File: src/rtl/lfhs_pkg.sv
// Package with constants, types and arithmetic helpers for the fire heat step core.
`default_nettype none

package lfhs_pkg;

  localparam int CFG_W            = 9;
  localparam int MAX_CELLS_DEFAULT = 256;
  localparam int MIN_CELLS        = 3;

  localparam logic [CFG_W-1:0] ACTIVE_CELLS_RESET = 9'd256;

  localparam logic [15:0] PAL_SCALE     = 16'd192;
  localparam logic [7:0]  PAL_RAMP_MASK = 8'h3F;
  localparam logic [7:0]  PAL_BAND_HIGH = 8'h80;
  localparam logic [7:0]  PAL_BAND_MID  = 8'h40;
  localparam logic [7:0]  PAL_FULL      = 8'd255;

  // 683 / 2048 gives exact floor division by three for inputs below 2048.
  localparam logic [20:0] DIV3_RECIP = 21'd683;

  typedef struct packed {
    logic [7:0] red;
    logic [7:0] green;
    logic [7:0] blue;
  } rgb_t;

  function automatic logic [7:0] div3(input logic [9:0] x);
    logic [20:0] prod;
    prod = 21'(x) * DIV3_RECIP;
    return prod[18:11];
  endfunction

  function automatic rgb_t heat_palette(input logic [7:0] heat);
    logic [15:0] scaled;
    logic [7:0]  t;
    logic [7:0]  ramp;
    rgb_t        c;
    scaled = 16'(heat) * PAL_SCALE;
    t      = scaled[15:8] + 8'(heat != 8'd0);
    ramp   = (t & PAL_RAMP_MASK) << 2;
    if ((t & PAL_BAND_HIGH) != 8'd0) begin
      c = '{red: PAL_FULL, green: PAL_FULL, blue: ramp};
    end else if ((t & PAL_BAND_MID) != 8'd0) begin
      c = '{red: PAL_FULL, green: ramp, blue: 8'd0};
    end else begin
      c = '{red: ramp, green: 8'd0, blue: 8'd0};
    end
    return c;
  endfunction

endpackage

`default_nettype wire

File: src/rtl/led_fire_heat_step_core.sv
// An accepted input beat is registered into the second stage, then into the output register.
// Throughput: one cell per cycle while not stalled; heat memory: one read and one write port.
// Reset: synchronous and active low; control state and the frame length register reset.
// After reset a clearing pass writes zero to every heat entry, during which
// in_stall stays high; configuration writes are still taken.
`default_nettype none

module led_fire_heat_step_core #(
  parameter int MAX_CELLS = lfhs_pkg::MAX_CELLS_DEFAULT
) (
  input  wire logic                       clk,
  input  wire logic                       rst_n,
  input  wire logic                       cfg_wr_en,
  input  wire logic [lfhs_pkg::CFG_W-1:0] cfg_wr_data,
  input  wire logic                       in_valid,
  output logic                            in_stall,
  input  wire logic [7:0]                 in_cool_amount,
  input  wire logic [7:0]                 in_spark_amount,
  output logic                            out_valid,
  input  wire logic                       out_stall,
  output logic [7:0]                      out_cell_index,
  output logic [7:0]                      out_heat_value,
  output logic [7:0]                      out_red,
  output logic [7:0]                      out_green,
  output logic [7:0]                      out_blue,
  output logic                            out_frame_last
);

  localparam int AW = $clog2(MAX_CELLS);
  localparam int NW = $clog2(MAX_CELLS + 1);
  localparam int CW = (NW > lfhs_pkg::CFG_W) ? NW : lfhs_pkg::CFG_W;

  logic [7:0] heat_mem [MAX_CELLS];

  logic [lfhs_pkg::CFG_W-1:0] active_cells_r;
  logic                       clr_r, clr_nxt;
  logic [AW-1:0]              clr_addr_r, clr_addr_nxt;
  logic [AW-1:0]              pos_r, pos_nxt;
  logic                       s1_valid_r, s1_valid_nxt;
  logic [AW-1:0]              s1_pos_r;
  logic [7:0]                 s1_cool_r;
  logic [7:0]                 s1_spark_r;
  logic                       s1_last_r;
  logic [7:0]                 rd_data_r;
  logic [7:0]                 cooled_prev1_r, cooled_prev2_r;
  logic                       out_valid_r, out_valid_nxt;
  logic [7:0]                 out_cell_index_r, out_heat_value_r;
  logic                       out_frame_last_r;
  lfhs_pkg::rgb_t             out_rgb_r;

  logic [CW-1:0] cfg_ext, frame_len, pos_ext, pos_cur, pos_inc;
  logic          in_accept, s1_adv, cell_last;
  logic [7:0]    cooled, diffused, heat;
  logic [8:0]    heat_sum;
  logic [9:0]    diff_sum;
  logic          mem_we;
  logic [AW-1:0] mem_waddr;
  logic [7:0]    mem_wdata;
  lfhs_pkg::rgb_t heat_rgb;

  // Frame length clamp and position of the incoming cell.
  always_comb begin
    cfg_ext = CW'(active_cells_r);
    if (cfg_ext < CW'(lfhs_pkg::MIN_CELLS)) begin
      frame_len = CW'(lfhs_pkg::MIN_CELLS);
    end else if (cfg_ext > CW'(MAX_CELLS)) begin
      frame_len = CW'(MAX_CELLS);
    end else begin
      frame_len = cfg_ext;
    end
    pos_ext   = CW'(pos_r);
    pos_cur   = (pos_ext >= frame_len) ? '0 : pos_ext;
    pos_inc   = pos_cur + CW'(1);
    cell_last = (pos_inc == frame_len);
  end

  assign s1_adv    = s1_valid_r && (!out_valid_r || !out_stall);
  assign in_stall  = clr_r || (s1_valid_r && !s1_adv);
  assign in_accept = in_valid && !in_stall;

  always_comb begin
    pos_nxt       = in_accept ? (cell_last ? '0 : AW'(pos_inc)) : pos_r;
    s1_valid_nxt  = in_accept ? 1'b1 : (s1_adv ? 1'b0 : s1_valid_r);
    out_valid_nxt = s1_adv ? 1'b1 : (out_stall ? out_valid_r : 1'b0);
    clr_nxt       = clr_r && (clr_addr_r != AW'(MAX_CELLS - 1));
    clr_addr_nxt  = clr_r ? clr_addr_r + AW'(1) : clr_addr_r;
  end

  // Cooling, upward drift and spark for the cell in the second stage.
  always_comb begin
    cooled   = (rd_data_r > s1_cool_r) ? rd_data_r - s1_cool_r : 8'd0;
    diff_sum = {2'b00, cooled_prev1_r} + {1'b0, cooled_prev2_r, 1'b0};
    diffused = (s1_pos_r < AW'(2)) ? cooled : lfhs_pkg::div3(diff_sum);
    heat_sum = {1'b0, diffused} + {1'b0, s1_spark_r};
    heat     = heat_sum[8] ? lfhs_pkg::PAL_FULL : heat_sum[7:0];
    heat_rgb = lfhs_pkg::heat_palette(heat);
  end

  always_comb begin
    if (clr_r) begin
      mem_we    = 1'b1;
      mem_waddr = clr_addr_r;
      mem_wdata = 8'd0;
    end else begin
      mem_we    = s1_adv;
      mem_waddr = s1_pos_r;
      mem_wdata = heat;
    end
  end

  always_ff @(posedge clk) begin
    if (mem_we) begin
      heat_mem[mem_waddr] <= mem_wdata;
    end
    if (in_accept) begin
      rd_data_r <= heat_mem[AW'(pos_cur)];
    end
  end

  always_ff @(posedge clk) begin
    if (!rst_n) begin
      active_cells_r <= lfhs_pkg::ACTIVE_CELLS_RESET;
      clr_r          <= 1'b1;
      clr_addr_r     <= '0;
      pos_r          <= '0;
      s1_valid_r     <= 1'b0;
      out_valid_r    <= 1'b0;
      cooled_prev1_r <= 8'd0;
      cooled_prev2_r <= 8'd0;
    end else begin
      if (cfg_wr_en) begin
        active_cells_r <= cfg_wr_data;
      end
      clr_r       <= clr_nxt;
      clr_addr_r  <= clr_addr_nxt;
      pos_r       <= pos_nxt;
      s1_valid_r  <= s1_valid_nxt;
      out_valid_r <= out_valid_nxt;
      if (s1_adv) begin
        cooled_prev2_r <= cooled_prev1_r;
        cooled_prev1_r <= cooled;
      end
    end
  end

  always_ff @(posedge clk) begin
    if (in_accept) begin
      s1_pos_r   <= AW'(pos_cur);
      s1_cool_r  <= in_cool_amount;
      s1_spark_r <= in_spark_amount;
      s1_last_r  <= cell_last;
    end
    if (s1_adv) begin
      out_cell_index_r <= 8'(CW'(s1_pos_r));
      out_heat_value_r <= heat;
      out_rgb_r        <= heat_rgb;
      out_frame_last_r <= s1_last_r;
    end
  end

  assign out_valid      = out_valid_r;
  assign out_cell_index = out_cell_index_r;
  assign out_heat_value = out_heat_value_r;
  assign out_red        = out_rgb_r.red;
  assign out_green      = out_rgb_r.green;
  assign out_blue       = out_rgb_r.blue;
  assign out_frame_last = out_frame_last_r;

`ifndef ASSERT_OFF
  a_no_beat_while_clearing: assert property (@(posedge clk) disable iff (!rst_n)
    clr_r |-> (in_stall && !s1_valid_r))
    else $error("input beat possible during heat clearing pass");

  a_stage_hold_blocks_input: assert property (@(posedge clk) disable iff (!rst_n)
    (s1_valid_r && !s1_adv) |=> s1_valid_r)
    else $error("second stage lost a held cell");

  a_clear_ends_at_last_entry: assert property (@(posedge clk) disable iff (!rst_n)
    $fell(clr_r) |-> ($past(clr_addr_r) == AW'(MAX_CELLS - 1)))
    else $error("clearing pass ended early");

  a_palette_bands: assert property (@(posedge clk) disable iff (!rst_n)
    (out_valid_r && (out_rgb_r.green != 8'd0)) |-> (out_rgb_r.red == lfhs_pkg::PAL_FULL))
    else $error("palette green band without full red");
`endif

endmodule

`default_nettype wire

File: config.mk
export PLATFORM = sky130hd
export DESIGN_NAME = led_fire_heat_step_core
export DESIGN_NICKNAME = d
export VERILOG_FILES = /design/src/rtl/lfhs_pkg.sv /design/src/rtl/led_fire_heat_step_core.sv
export SDC_FILE = /design/constraint.sdc
export NUM_CORES = 2
export LEC_CHECK = 0
export BUFFER_PORTS_ARGS = -buffer_cell sky130_fd_sc_hd__buf_2
export CORE_ASPECT_RATIO = 1.75
export CORE_MARGIN = 4
export CORE_UTILIZATION = 50
export CTS_CLUSTER_SIZE = 14
export DETAILED_ROUTE_END_ITERATION = 6
export HOLD_SLACK_MARGIN = 0.08
export MAX_ROUTING_LAYER = met4
export PLACE_DENSITY = 0.75
export SETUP_SLACK_MARGIN = 0.3
export SLEW_MARGIN = 20
export SYNTH_ARGS = -nofsm -noshare
export SYNTH_HDL_FRONTEND = slang
export SYNTH_SLANG_ARGS = --single-unit
File: constraint.sdc
create_clock -name clk -period 13.6 [get_ports clk]
set_input_delay 2.04 -clock clk [delete_from_list [all_inputs] [get_ports clk]]
set_output_delay 2.04 -clock clk [all_outputs]
set_load 0.01 [all_outputs]
==> impl_metrics.csv <==
group,metric,value,unit
worst_setup_path,r2r_cells,42,
detailed_routing,viasPerCell,6.65,
logic_synthesis,avgSynthCellArea,15.1,µm²
placed_design,place_ws,2300,ps
cells_and_area,areaGrowthSynthToFinish,9.31,%
timing,drv_slew,0,
cells_and_area,fin_nets,6107,
timing,relSlewSlack,12.3,%
logic_synthesis,ys_seq_area_share,71.8,%
worst_setup_path,r2r_slack,2300,ps
grt,antenna_found_initial,20,
worst_setup_path,crit_slowest_cell,"a221oi_4",
detailed_routing,drc_errors,0,
logic_synthesis,ys_top_cells_by_count,"edfxtp_1 (2118), nor2_1 (500), nand2_1 (364)",
placed_design,dp_hpwl,171000,µm
die,boundaryPins,73,
timing,whs,433,ps
logic_synthesis,yosys_most_used_dff,"edfxtp_1",
worst_setup_path,max_stage_delay,710,ps
timing,fmax,88.5,MHz
clock_network,clock_path_buffers,4,
hold_path,whs_path_depth,0,
timing,setup_viol,0,
worst_setup_path,cp_common_cell,"ha_1",
logic_synthesis,synth_edf_count,2118,
clock_network,h-tree-depth,4,
die,core_area,179000,µm²
clock_network,numClockSinks,2162,
clock_network,cts_tree,"done",
logic_synthesis,ys_seq_elements,2162,
pwr,switching_share,19.6,%
clock_network,postCtsHoldBufs,0,
grt,grt.total_usage,29.5,%
pwr,powerDensity,125,nW/µm²
timing,fin_setup_tns,0,ps
worst_setup_path,cp-startpoint,"cooled_prev1_r[1]",
pwr,p_comb_share,1.4,%
clock_network,cts_setup_buffers,0,
hold_path,worstHoldPathType,"register to register",
logic_synthesis,syn_inst,5935,
die,die-height,569,µm
timing,fin_crit,11300,ps
logic_synthesis,ys.warnings.count,0,
run_status,status,"finished clean",
detailed_routing,avgRoutedWirePerCell,32.1,µm
detailed_routing,routed_wl,271000,µm
worst_setup_path,crit_type,"register to register",
hold_path,min_to,"out_frame_last",
cells_and_area,stdcell_count,8433,
timing,fin_crit_sh,83.1,%
pwr,p_leak,33.9,nW
clock_network,cts_buffers,187,
die,initial_core_util,50.3,%
grt,gr-total-overflow,0,
detailed_routing,ant_nets,0,
placed_design,dp.cells,8139,
pwr,net-switching-power,0.00240,W
grt,grt_max_degree,192,
logic_synthesis,async_reset_ff_share,0,%
worst_setup_path,worstSetupStartpointType,"register",
logic_synthesis,syn-cell-area,89800,µm²
grt,grt_pass1_vias,55600,
detailed_routing,vias,56100,
flow_run,drv_cap,0,
clock_network,clkTransAtPathRegs,70,ps
logic_synthesis,synthTopCellsByArea,"edfxtp_1 (71%), mux2i_1 (3.4%), mux4_2 (2.1%)",
cells_and_area,drive_gt1_share,11.8,%
grt,grt_pass1_wl,388000,µm
cells_and_area,seq_area,64500,µm²
cells_and_area,design_area,98200,µm²
worst_setup_path,cp.required,14080,ps
cells_and_area,fillers,13800,
placed_design,io_buffer_count,70,
worst_setup_path,r2r-start,"cooled_prev1_r[1]",
detailed_routing,drt_pass1_iterations,6,
placed_design,place_congestion,0.988,
worst_setup_path,path_max_fanout,19,
worst_setup_path,cp.arrival,11780,ps
die,chipWidth,328,µm
timing,setup_slack,2300,ps
cells_and_area,multi_input_area,23500,µm²
timing,hold_viol_final,0,
pwr,sequentialPowerShare,58.9,%
detailed_routing,first_iter_violations,7359,
pwr,power.internal,0.00986,W
worst_setup_path,end_kind,"register",
logic_synthesis,yosysTopAreaCellShare,70.8,%
pwr,clockPowerShare,39.7,%
timing,tightest_slew,1300,ps
logic_synthesis,yosys.area.top_type,"edfxtp_1",
pwr,peakVddDrop,0.110,mV
timing,finalClockSkew,41.6,ps
clock_network,insertion_delay,820,ps
worst_setup_path,r2r-end,"out_green[6]",
clock_network,cts_root_buf,"clkbuf_16",
logic_synthesis,yosysMostFrequentCell,"edfxtp_1",
hold_path,hold_start,"s1_last_r",
die,die_area,187000,µm²
logic_synthesis,yosysUniqueCellTypes,98,
die,rows,205,
clock_network,cts_resized,0,
placed_design,dpl_cell_area,92800,µm²
timing,grt_setup_unrepaired,"false",
## worst max path at each step
stage	to	slack [ps]	depth (start not counted)
after floorplan	heat_mem[0][3]	-530	32
after global placement	out_green[5]	2460	42
after detailed placement	out_green[6]	2300	41
after CTS	out_green[6]	2270	41
after global routing	out_green[6]	1460	41
final	out_green[6]	2300	42
## layer usage
metal / part of all wire [%] / global-route usage, %
met5: 0 / -
met4: 11 / 25.3
met3: 9.9 / 5.74
met2: 48 / 47.1
met1: 31 / 31.5
## power groups by stage
stage	Clock, W	Combinational (W)	Sequential (W)
CTS	0.00487	0.000165	0.00722
detailed placement	0	0.000164	0.00736
floorplan	0	0.0000858	0.00736
global placement	0	0.000162	0.00736
global route	0.00514	0.000174	0.00721
finish	0.00487	0.000174	0.00722
## final cells by class
type | instances | area share (%)
Sequential cell | 2162 | 65.7
Clock inverter | 26 | 0.201
Clock buffer | 238 | 5.11
Timing Repair Buffer | 204 | 1.58
Antenna cell | 27 | 0.0688
Multi-Input combinational cell | 3297 | 23.9
Tap cell | 2380 | 3.03
Inverter | 99 | 0.385
## worst max-delay path, delay by kind of cell, from the launching register on
family	cells	cell delay (ps)
flip-flops	1	330
XOR/XNOR	2	400
buffers and inverters	4	520
AO/OA/AOI/OAI	18	4680
adder cells (fa/ha/maj)	10	3570
AND/OR/NAND/NOR	8	1480
## placed cells by master, fill, tap and decap left out, drive strengths merged, types with 38 or more instances in the layout
cell / count
mux4: 84
dfxtp: 44
mux2i: 305
nand3: 89
inv: 97
a21oi: 296
o22ai: 99
ha: 103
o21ai: 270
mux2: 120
a211oi: 83
nor2: 501
o221ai: 116
xnor2: 48
or3: 43
clkbuf: 238
nand2: 366
a31oi: 49
nor2b: 43
edfxtp: 2118
buf: 204
a221oi: 38
o211ai: 80
nor3: 104
## kinds of logic after synthesis
kind of cell               after synthesis  share of synthesized area [%]
and+or+nand+nor                       1282                           6.38
muxes                                  509                           7.01
xor gates and xnor gates                61                          0.603
DFF                                   2162                           71.8
adders and majority gates              126                           1.95
buffers and inverters                  477                           2.32
AOI/OAI and AO/OA                     1317                           9.94
other                                    1                        0.00418
## flip-flops by register name, indices dropped and copies added (netlist names)
name	count
out_red	7
pos_r	8
out_heat_value	8
out_green	7
active_cells_r	9
s1_last_r	1
cooled_prev2_r	8
rd_data_r	8
s1_valid_r	1
clr_r	1
out_cell_index	8
cooled_prev1_r	8
s1_spark_r	8
s1_pos_r	8
out_valid	1
clr_addr_r	8
heat_mem	2048
out_blue	6
s1_cool_r	8
out_frame_last	1
## through the flow
| stage | util, % | total power (W) |
|---|---|---|
| 4_1_cts | 54.9 | 0.0123 |
| 6_report | 55.0 | 0.0123 |
| 3_5_place_dp | 52.0 | 0.00752 |
| 3_3_place_gp | 52.0 | 0.00752 |
| 2_1_floorplan | - | 0.00744 |
| 5_1_grt | 55.0 | 0.0125 |
Note: power is estimated with default switching activity, not from simulation.
